--- src/sv/swc_pkg.sv ---
// ----------------------------------------------------------------------------
// swc_pkg: shared types and constants for the waterfall colorizer
// Widths, register indexes, the queue word and the colour ramp.
// ----------------------------------------------------------------------------
package swc_pkg;

  localparam int MAX_COLS  = 4096;
  localparam int ROWS      = 512;
  localparam int MAX_BINS  = 65536;

  localparam int LVL_W  = 16;
  localparam int BINS_W = 17;
  localparam int COL_W  = $clog2(MAX_COLS);
  localparam int ROW_W  = $clog2(ROWS);
  localparam int CFG_W  = 17;
  localparam int IDX_W  = 2;
  localparam int QDEPTH = 2;

  localparam logic [IDX_W-1:0] REG_IN_BINS = 2'd0;
  localparam logic [IDX_W-1:0] REG_DB_MIN  = 2'd1;
  localparam logic [IDX_W-1:0] REG_DB_MAX  = 2'd2;

  // Configuration write as seen by the front and back parts.
  typedef struct packed {
    logic             we;
    logic [IDX_W-1:0] index;
    logic [CFG_W-1:0] data;
  } cfg_wr_t;

  // One column word passed from the front to the back.
  typedef struct packed {
    logic signed [LVL_W-1:0] level;
    logic [COL_W-1:0]        col;
    logic [ROW_W-1:0]        row;
    logic                    last;
    logic                    full;
  } pix_t;

  // Colour ramp stops in hundredths, packed {blue, green, red}.
  function automatic logic [23:0] ramp_stop(input logic [2:0] idx);
    logic [23:0] s;
    case (idx)
      3'd0:    s = {8'd0,   8'd0,   8'd0};
      3'd1:    s = {8'd55,  8'd0,   8'd0};
      3'd2:    s = {8'd90,  8'd55,  8'd0};
      3'd3:    s = {8'd20,  8'd85,  8'd0};
      3'd4:    s = {8'd0,   8'd90,  8'd95};
      3'd5:    s = {8'd0,   8'd20,  8'd95};
      3'd6:    s = {8'd100, 8'd100, 8'd100};
      default: s = 24'd0;
    endcase
    return s;
  endfunction

endpackage

--- src/sv/spectrum_waterfall_colorizer_top.sv ---
// ----------------------------------------------------------------------------
// spectrum_waterfall_colorizer_top: FFT row to colour pixel converter
// Pools bins into columns, normalises and colour-maps each column.
// ----------------------------------------------------------------------------
// Each input word is one bin level; a pixel word leaves for each finished
// column. The front takes a bin every cycle while its two-word queue has
// room. The back handles one pixel at a time: the bit-serial normalising
// divide (skipped when the level clamps), then mapping, two multiply steps
// and the output register; it pops the next word only once idle. Rows are
// paced by the back, pooled rows also by the bins. No clearing pass.
module spectrum_waterfall_colorizer_top import swc_pkg::*; (
  input  logic             clk,
  input  logic             rst,
  input  logic             cfg_we,
  input  logic [IDX_W-1:0] cfg_index,
  input  logic [CFG_W-1:0] cfg_data,
  input  logic             s_tvalid,
  output logic             s_tready,
  input  logic [15:0]      s_tdata,   // bin_level
  output logic             m_tvalid,
  input  logic             m_tready,
  output logic [47:0]      m_tdata,   // red, green, blue, column, row
  output logic             m_tlast,   // row_done
  output logic             m_tuser    // history_full
);

  cfg_wr_t cfg;
  logic    push;
  pix_t    push_word;
  logic    q_full;
  logic    q_empty;
  logic    pop;
  pix_t    q_word;

  assign cfg.we    = cfg_we;
  assign cfg.index = cfg_index;
  assign cfg.data  = cfg_data;

  swc_front u_front (
    .clk, .rst, .cfg,
    .in_valid (s_tvalid),
    .in_level (s_tdata),
    .in_ready (s_tready),
    .push, .push_word, .q_full
  );

  swc_queue u_queue (
    .clk, .rst, .push, .push_word,
    .full (q_full), .pop, .empty (q_empty), .pop_word (q_word)
  );

  swc_back u_back (
    .clk, .rst, .cfg, .q_empty, .q_word, .pop,
    .out_valid (m_tvalid), .out_ready (m_tready), .out_data (m_tdata),
    .out_last (m_tlast), .out_full (m_tuser)
  );

endmodule

--- src/sv/swc_front.sv ---
// ----------------------------------------------------------------------------
// swc_front: bin intake and column pooling
// Tracks column boundaries, max-pools bins and tags each column word with
// its column, ring row and history flag.
// ----------------------------------------------------------------------------
module swc_front import swc_pkg::*; (
  input  logic                    clk,
  input  logic                    rst,
  input  cfg_wr_t                 cfg,
  input  logic                    in_valid,
  input  logic signed [LVL_W-1:0] in_level,
  output logic                    in_ready,
  output logic                    push,
  output pix_t                    push_word,
  input  logic                    q_full
);

  localparam logic signed [LVL_W-1:0] LVL_MIN = {1'b1, {(LVL_W-1){1'b0}}};

  logic [BINS_W-1:0]       n_bins;
  logic [BINS_W-1:0]       bin_index;
  logic [COL_W-1:0]        column_index;
  logic [BINS_W-1:0]       next_boundary;
  logic [COL_W-1:0]        boundary_remainder;
  logic signed [LVL_W-1:0] pool_max;
  logic [ROW_W-1:0]        row_pointer;
  logic                    ring_full;

  logic [BINS_W-1:0] new_bins;
  logic              pooled;
  logic              new_pooled;
  logic [BINS_W-1:0] cur_width;
  logic [BINS_W-1:0] new_width;
  logic signed [LVL_W-1:0] pm;
  logic [BINS_W-1:0] bi_inc;
  logic [COL_W:0]    rem_sum;
  logic [ROW_W-1:0]  target;
  logic              emit;
  logic              last;

  // Clamp a written bin count to the supported range.
  function automatic logic [BINS_W-1:0] eff_bins(input logic [CFG_W-1:0] v);
    logic [BINS_W-1:0] r;
    r = v[BINS_W-1:0];
    if (r == '0) r = BINS_W'(1);
    if (r > BINS_W'(MAX_BINS)) r = BINS_W'(MAX_BINS);
    return r;
  endfunction

  assign new_bins   = eff_bins(cfg.data);
  assign pooled     = (n_bins > BINS_W'(MAX_COLS));
  assign new_pooled = (new_bins > BINS_W'(MAX_COLS));
  assign cur_width  = pooled ? BINS_W'(MAX_COLS) : n_bins;
  assign new_width  = new_pooled ? BINS_W'(MAX_COLS) : new_bins;
  assign in_ready   = !q_full;
  assign pm         = (in_level > pool_max) ? in_level : pool_max;
  assign bi_inc     = bin_index + BINS_W'(1);
  assign rem_sum    = {1'b0, boundary_remainder} + {1'b0, n_bins[COL_W-1:0]};
  assign target     = (row_pointer == '0) ? ROW_W'(ROWS - 1) : row_pointer - ROW_W'(1);

  // Pooled, a column is complete when the bin count reaches its boundary; unpooled, every bin is a column.
  always_comb begin
    emit = 1'b0;
    last = 1'b0;
    if (pooled) begin
      emit = (bi_inc >= next_boundary);
      last = (column_index == COL_W'(MAX_COLS - 1));
    end else begin
      emit = 1'b1;
      last = (bi_inc >= n_bins);
    end
  end

  assign push            = in_valid && in_ready && emit;
  assign push_word.level = pooled ? pm : in_level;
  assign push_word.col   = pooled ? column_index : bin_index[COL_W-1:0];
  assign push_word.row   = target;
  assign push_word.last  = last;
  assign push_word.full  = ring_full || (target == '0);

  // Row and boundary state.
  always_ff @(posedge clk) begin
    if (rst) begin
      n_bins             <= BINS_W'(1024);
      bin_index          <= '0;
      column_index       <= '0;
      next_boundary      <= BINS_W'(1);
      boundary_remainder <= '0;
      pool_max           <= LVL_MIN;
      row_pointer        <= '0;
      ring_full          <= 1'b0;
    end else if (cfg.we && cfg.index == REG_IN_BINS) begin
      n_bins       <= new_bins;
      bin_index    <= '0;
      column_index <= '0;
      pool_max     <= LVL_MIN;
      if (new_pooled) begin
        next_boundary      <= new_bins >> COL_W;
        boundary_remainder <= new_bins[COL_W-1:0];
      end else begin
        next_boundary      <= BINS_W'(1);
        boundary_remainder <= '0;
      end
      // The ring restarts only when the row width changes.
      if (new_width != cur_width) begin
        row_pointer <= '0;
        ring_full   <= 1'b0;
      end
    end else if (in_valid && in_ready) begin
      if (emit && last) begin
        bin_index    <= '0;
        column_index <= '0;
        pool_max     <= LVL_MIN;
        if (pooled) begin
          next_boundary      <= n_bins >> COL_W;
          boundary_remainder <= n_bins[COL_W-1:0];
        end else begin
          next_boundary      <= BINS_W'(1);
          boundary_remainder <= '0;
        end
        row_pointer <= target;
        if (target == '0) ring_full <= 1'b1;
      end else if (pooled) begin
        bin_index <= bi_inc;
        if (emit) begin
          column_index       <= column_index + COL_W'(1);
          pool_max           <= LVL_MIN;
          next_boundary      <= next_boundary + (n_bins >> COL_W)
                                + BINS_W'(rem_sum[COL_W]);
          boundary_remainder <= rem_sum[COL_W-1:0];
        end else begin
          pool_max <= pm;
        end
      end else begin
        bin_index <= bi_inc;
      end
    end
  end

endmodule

--- src/sv/swc_queue.sv ---
// ----------------------------------------------------------------------------
// swc_queue: short column word queue
// Decouples the pooling front from the colour mapping back.
// ----------------------------------------------------------------------------
module swc_queue import swc_pkg::*; (
  input  logic clk,
  input  logic rst,
  input  logic push,
  input  pix_t push_word,
  output logic full,
  input  logic pop,
  output logic empty,
  output pix_t pop_word
);

  localparam int PW = $clog2(QDEPTH);

  pix_t           mem [QDEPTH];
  logic [PW-1:0]  wr_ptr;
  logic [PW-1:0]  rd_ptr;
  logic [PW:0]    count;

  assign full     = (count == (PW+1)'(QDEPTH));
  assign empty    = (count == '0);
  assign pop_word = mem[rd_ptr];

  // Storage is written only at the tail.
  always_ff @(posedge clk) begin
    if (push) mem[wr_ptr] <= push_word;
  end

  // Pointers and fill level.
  always_ff @(posedge clk) begin
    if (rst) begin
      wr_ptr <= '0;
      rd_ptr <= '0;
      count  <= '0;
    end else begin
      if (push) wr_ptr <= (wr_ptr == PW'(QDEPTH - 1)) ? '0 : wr_ptr + PW'(1);
      if (pop)  rd_ptr <= (rd_ptr == PW'(QDEPTH - 1)) ? '0 : rd_ptr + PW'(1);
      if (push && !pop) count <= count + (PW+1)'(1);
      else if (pop && !push) count <= count - (PW+1)'(1);
    end
  end

endmodule

--- src/sv/swc_back.sv ---
// ----------------------------------------------------------------------------
// swc_back: level normalisation and colour mapping
// Divides the level into a Q16 fraction bit by bit, then walks the ramp
// through a short multiply sequence into the output register.
// ----------------------------------------------------------------------------
module swc_back import swc_pkg::*; (
  input  logic        clk,
  input  logic        rst,
  input  cfg_wr_t     cfg,
  input  logic        q_empty,
  input  pix_t        q_word,
  output logic        pop,
  output logic        out_valid,
  input  logic        out_ready,
  output logic [47:0] out_data,
  output logic        out_last,
  output logic        out_full
);

  localparam logic [2:0] ST_IDLE = 3'd0;
  localparam logic [2:0] ST_DIV  = 3'd1;
  localparam logic [2:0] ST_MAP  = 3'd2;
  localparam logic [2:0] ST_MUL1 = 3'd3;
  localparam logic [2:0] ST_MUL2 = 3'd4;
  localparam logic [2:0] ST_OUT  = 3'd5;

  localparam logic [16:0] T_ONE  = 17'h10000;
  localparam logic [31:0] HALF   = 32'd3276800;
  localparam logic [12:0] RECIP  = 13'd5243;

  logic [2:0]              state;
  logic signed [LVL_W-1:0] db_min;
  logic signed [LVL_W-1:0] db_max;
  pix_t                    cur;
  logic [16:0]             rem;
  logic [15:0]             span;
  logic [15:0]             quot;
  logic [3:0]              cnt;
  logic [16:0]             t;
  logic [2:0]              seg;
  logic [16:0]             frac;
  logic [22:0]             num [3];
  logic [15:0]             yv  [3];

  logic signed [16:0] diff;
  logic signed [16:0] dspan;
  logic [15:0]        span_c;
  logic [16:0]        r2;
  logic [19:0]        x6;
  logic [2:0]         seg_c;
  logic [23:0]        lo_s;
  logic [23:0]        hi_s;
  logic [7:0]         qv [3];

  assign diff   = {q_word.level[LVL_W-1], q_word.level} - {db_min[LVL_W-1], db_min};
  assign dspan  = {db_max[LVL_W-1], db_max} - {db_min[LVL_W-1], db_min};
  assign span_c = (db_max > db_min) ? dspan[15:0] : 16'd128;
  assign r2     = {rem[15:0], 1'b0};
  assign x6     = {3'd0, t} * 20'd6;
  assign seg_c  = (x6[19:16] > 4'd5) ? 3'd5 : x6[18:16];
  assign lo_s   = ramp_stop(seg);
  assign hi_s   = ramp_stop(seg + 3'd1);
  assign pop    = (state == ST_IDLE) && !q_empty;

  // Final divide by one hundred through a reciprocal, capped at full scale.
  always_comb begin
    logic [28:0] p;
    for (int c = 0; c < 3; c++) begin
      p = {13'd0, yv[c]} * {16'd0, RECIP};
      qv[c] = (p[28:19] > 10'd255) ? 8'd255 : p[26:19];
    end
  end

  // Scale registers.
  always_ff @(posedge clk) begin
    if (rst) begin
      db_min <= -16'sd12800;
      db_max <= 16'sd0;
    end else if (cfg.we && cfg.index == REG_DB_MIN) begin
      db_min <= cfg.data[LVL_W-1:0];
    end else if (cfg.we && cfg.index == REG_DB_MAX) begin
      db_max <= cfg.data[LVL_W-1:0];
    end
  end

  // Sequencer.
  always_ff @(posedge clk) begin
    if (rst) begin
      state     <= ST_IDLE;
      out_valid <= 1'b0;
    end else begin
      // The output step reloads the register itself when the word leaves.
      if (out_valid && out_ready && state != ST_OUT) out_valid <= 1'b0;
      case (state)
        ST_IDLE: begin
          if (!q_empty) begin
            cur  <= q_word;
            span <= span_c;
            rem  <= {1'b0, diff[15:0]};
            quot <= '0;
            cnt  <= '0;
            if (diff <= 17'sd0) begin
              t     <= '0;
              state <= ST_MAP;
            end else if (diff[15:0] >= span_c) begin
              t     <= T_ONE;
              state <= ST_MAP;
            end else begin
              state <= ST_DIV;
            end
          end
        end
        ST_DIV: begin
          if (r2 >= {1'b0, span}) begin
            rem  <= r2 - {1'b0, span};
            quot <= {quot[14:0], 1'b1};
          end else begin
            rem  <= r2;
            quot <= {quot[14:0], 1'b0};
          end
          cnt <= cnt + 4'd1;
          if (cnt == 4'd15) begin
            t     <= {1'b0, quot[14:0], (r2 >= {1'b0, span})};
            state <= ST_MAP;
          end
        end
        ST_MAP: begin
          seg   <= seg_c;
          frac  <= 17'(x6 - {seg_c, 16'd0});
          state <= ST_MUL1;
        end
        ST_MUL1: begin
          for (int c = 0; c < 3; c++) begin
            logic signed [31:0] nn;
            nn = $signed({8'd0, lo_s[c*8 +: 8], 16'd0})
               + ($signed({1'b0, hi_s[c*8 +: 8]}) - $signed({1'b0, lo_s[c*8 +: 8]}))
                 * $signed({15'd0, frac});
            num[c] <= (nn < 0) ? '0 : nn[22:0];
          end
          state <= ST_MUL2;
        end
        ST_MUL2: begin
          for (int c = 0; c < 3; c++) begin
            logic [31:0] s;
            s = {9'd0, num[c]} * 32'd255 + HALF;
            yv[c] <= s[31:16];
          end
          state <= ST_OUT;
        end
        ST_OUT: begin
          if (!out_valid || out_ready) begin
            out_data  <= {3'd0, cur.row, cur.col, qv[2], qv[1], qv[0]};
            out_last  <= cur.last;
            out_full  <= cur.full;
            out_valid <= 1'b1;
            state     <= ST_IDLE;
          end
        end
        default: state <= ST_IDLE;
      endcase
    end
  end

  a_rem_below_span: assert property (@(posedge clk) disable iff (rst)
    (state == ST_DIV) |-> (rem < {1'b0, span}))
    else $error("division remainder not below span");

  a_frac_range: assert property (@(posedge clk) disable iff (rst)
    (state == ST_MAP) |-> (t <= T_ONE))
    else $error("normalised level above one");

  a_out_from_seq: assert property (@(posedge clk) disable iff (rst)
    $rose(out_valid) |-> $past(state == ST_OUT))
    else $error("pixel shown outside output step");

endmodule
--- config.mk ---
export PLATFORM = sky130hd
export DESIGN_NAME = spectrum_waterfall_colorizer_top
export DESIGN_NICKNAME = d
export VERILOG_FILES = /design/src/sv/swc_pkg.sv /design/src/sv/spectrum_waterfall_colorizer_top.sv /design/src/sv/swc_front.sv /design/src/sv/swc_queue.sv /design/src/sv/swc_back.sv
export SDC_FILE = /design/constraint.sdc
export NUM_CORES = 2
export LEC_CHECK = 0
export BUFFER_PORTS_ARGS = -buffer_cell sky130_fd_sc_hd__buf_2
export CORE_ASPECT_RATIO = 1.25
export CORE_MARGIN = 1.5
export CORE_UTILIZATION = 30
export CTS_BUF_LIST = sky130_fd_sc_hd__clkbuf_2 sky130_fd_sc_hd__clkbuf_4 sky130_fd_sc_hd__clkbuf_8
export DETAILED_ROUTE_END_ITERATION = 6
export HOLD_SLACK_MARGIN = 0.08
export PLACE_DENSITY = 0.48
export SKIP_CTS_REPAIR_TIMING = 1
export SLEW_MARGIN = 25
export SYNTH_ARGS = -nofsm -noshare
export SYNTH_HDL_FRONTEND = slang
export SYNTH_SLANG_ARGS = --single-unit
--- constraint.sdc ---
create_clock -name clk -period 10.52 [get_ports clk]
set_clock_uncertainty 0.1 [all_clocks]
set_input_delay 2.104 -clock clk [delete_from_list [all_inputs] [get_ports clk]]
set_output_delay 2.104 -clock clk [all_outputs]
set_load 0.01 [all_outputs]
==> results.py <==
metrics = {
    "status": {
        "status": "finished with violations",
        "failed_checks": "DRC",
    },
    "cells_and_area": {
        "final_cell_area_um2": 67340,
        "fill_cells": 21080,
        "syn_to_final_growth_pct": 9.678,
        "final_nets": 7996,
        "drive_gt1_share_pct": 6.649,
        "fin_cells": 9032,
    },
    "die": {
        "initial_core_util_pct": 30.21,
        "dieArea_um2": 207400,
        "rows": 185,
        "die-width_um": 407.6,
        "die_h_um": 508.8,
        "ios": 92,
        "core-area_um2": 203200,
    },
    "synth": {
        "postSynthCellCount": 6137,
        "synth_edf_count": 349,
        "async_reset_ff_share_pct": 0,
        "seq_area_frac_synth_pct": 21.70,
        "ys_types": 79,
        "yosysWarnings": 0,
        "synthTopCellsByArea": "fa_1 (27%), ha_1 (18%), edfxtp_1 (17%)",
        "yosysMostFrequentCell": "inv_1",
        "synth.avg_cell_area_um2": 10.00,
        "yosysTopAreaCell": "fa_1",
        "syn_area_um2": 61400,
        "yosys-top-cells-count": "inv_1 (1325), ha_1 (886), fa_1 (835), nand2_1 (350), edfxtp_1 (349)",
        "synth_top_area_share_pct": 27.23,
        "synth-seq-cells": 491,
        "synth_ff_type": "edfxtp_1",
    },
    "critical_path": {
        "r2r_slack_ns": 1.43,
        "arrival_ns": 9.53,
        "cp_slowest_cell": "o31a_1",
        "max_stage_delay_ns": 0.68,
        "path_common_cell": "inv_1",
        "critPathLaunchType": "register",
        "worstPathRequired_ns": 10.96,
        "worstSetupPathType": "reg -> reg",
        "end_kind": "register",
        "crit_fanout": 21,
    },
    "route": {
        "ant_nets": 0,
        "drt-initial-drc-count": 1427,
        "firstDrtPassIters": 7,
        "vias": 41130,
        "drc_errors": 2,
        "viasPerCell": 4.554,
        "finalWirelength_um": 139100,
        "wire_per_inst_um": 15.40,
    },
    "clock_tree": {
        "clockBufferDepth": 3,
        "htree_levels": 3,
        "clk_pin_slew_worst_paths_ns": 0.06,
        "cts_num_sinks": 491,
        "cts-root-buf": "clkbuf_8",
        "numCtsBuffers": 97,
        "clk_latency_ns": 0.82,
        "cts_tree": "done",
    },
    "grt": {
        "grt_start_max_net_pins": 70,
        "grt_pass1_wl_um": 232000,
        "gr-total-overflow": 0,
        "gr-usage-all-layers_pct": 13.72,
        "grt_pass1_vias": 44890,
        "antenna_found_initial": 2,
    },
    "sta": {
        "finalSetupTns_ns": 0,
        "fin_crit_ns": 9.091,
        "fin_crit_sh_pct": 86.41,
        "setup_viol_count_final": 0,
        "fmax_mhz": 110.0,
        "relSlewSlack_pct": 38.11,
        "worst_pin_slew_ns": 0.9238,
        "final_hold_viol_count": 0,
        "report.final.slew_viol_count": 0,
        "rsz0062_at_grt": "false",
    },
    "placement": {
        "place_area_um2": 65240,
        "numPortBuffers": 88,
        "dp_hpwl_um": 112000,
        "dpl.cell_count": 8847,
        "routabilityCongestion": 0.8465,
    },
    "run": {
        "max-cap-violations": 0,
    },
    "hold_path": {
        "hp-class": "reg -> reg",
    },
}
[metrics by stage]
stage,util (%),setup slack [ns],hold slack [ns]
finish,33.13,1.429,0.3172
global route,33.13,0.7780,0.3218
CTS,33.13,1.444,0.3235
detailed placement,32.10,1.432,0.3059
global placement,32.07,1.560,0.3095
floorplan,-,2.319,0.3003
[flip-flops by register name (all words and copies together), names as in the netlist, 17 cells and up, named ones only]
| name | cells |
|---|---|
| u_front.next_boundary | 17 |
| u_front.n_bins | 17 |
| u_back.yv | 48 |
| u_back.out_data | 45 |
| u_back.num | 66 |
| u_queue.mem | 78 |
| u_front.bin_index | 17 |
| u_back.cur | 23 |
| u_back.t | 17 |
[cell type report]
| class | instances | area, um^2 | share of cell area (%) |
|---|---|---|---|
| antenna | 4 | 10.01 | 0.01486 |
| clock buffer | 134 | 1663 | 2.469 |
| clock inverter | 47 | 420.4 | 0.6243 |
| inverter | 1325 | 4974 | 7.386 |
| multi-input combinational | 4173 | 42630 | 63.31 |
| sequential | 491 | 13320 | 19.79 |
| tap | 2711 | 3392 | 5.037 |
| timing repair buffer | 147 | 923.4 | 1.371 |
[cell usage in the layout, fill, tap and decap left out, drive strengths merged, types with 31 or more instances in the layout]
cell | synthesis | layout
inv | 1325 | 1330
a211oi | 37 | 37
nor2 | 274 | 274
o21ai | 145 | 145
xnor2 | 143 | 143
and3 | 40 | 40
clkbuf | 138 | 134
buf | 12 | 147
ha | 886 | 886
nand2 | 350 | 350
mux2 | 64 | 64
clkinv | 0 | 34
a21oi | 234 | 234
nand2b | 103 | 103
nand4 | 41 | 41
nor2b | 114 | 114
fa | 835 | 835
o21a | 31 | 31
and2 | 211 | 211
dfxtp | 142 | 142
a21o | 74 | 74
edfxtp | 349 | 349
nand3 | 79 | 79
nor3 | 83 | 83
xor2 | 75 | 75
[cell families after synthesis]
kind of cell | synth area share (%)
other cells | 0.006108
fa+ha+maj | 45.28
compound gates | 7.862
flops | 21.70
buf+inv | 9.048
mux | 1.370
simple gates | 11.62
xor+xnor | 3.110
[routing by layer]
layer | part of all wire (%) | global-route usage, % | wire [um] | up-vias
met5 | 0 | 0 | 0 | -
met1 | 42 | 16.19 | 58910 | 20390
met2 | 52 | 25.86 | 72820 | 463
met3 | 2.9 | 1.888 | 4033 | 180
met4 | 2.4 | 3.514 | 3296 | 0
li1 | - | - | - | 20100
[critical path, delay by kind of cell, from the launching register on]
family / cells / cell delay, ns
adder cells (fa/ha/maj): 8 / 3.35
AO/OA/AOI/OAI: 10 / 2.69
AND/OR/NAND/NOR: 7 / 1.35
buffers and inverters: 7 / 0.68
flip-flops: 1 / 0.65
[path summary, 6_finish.rpt]
check,from,to,cells past startpoint
hold reg to reg,u_back.cur[4],u_back.out_data[38],0
hold / removal,u_back.cur[4],u_back.out_data[38],0
setup reg to reg,u_back.seg[2],u_back.num[0][19],32
setup / recovery,u_back.seg[2],u_back.num[0][19],32
Power is not shown: default switching activity piles up to over one toggle a cycle in this logic, so the estimate is an artifact.
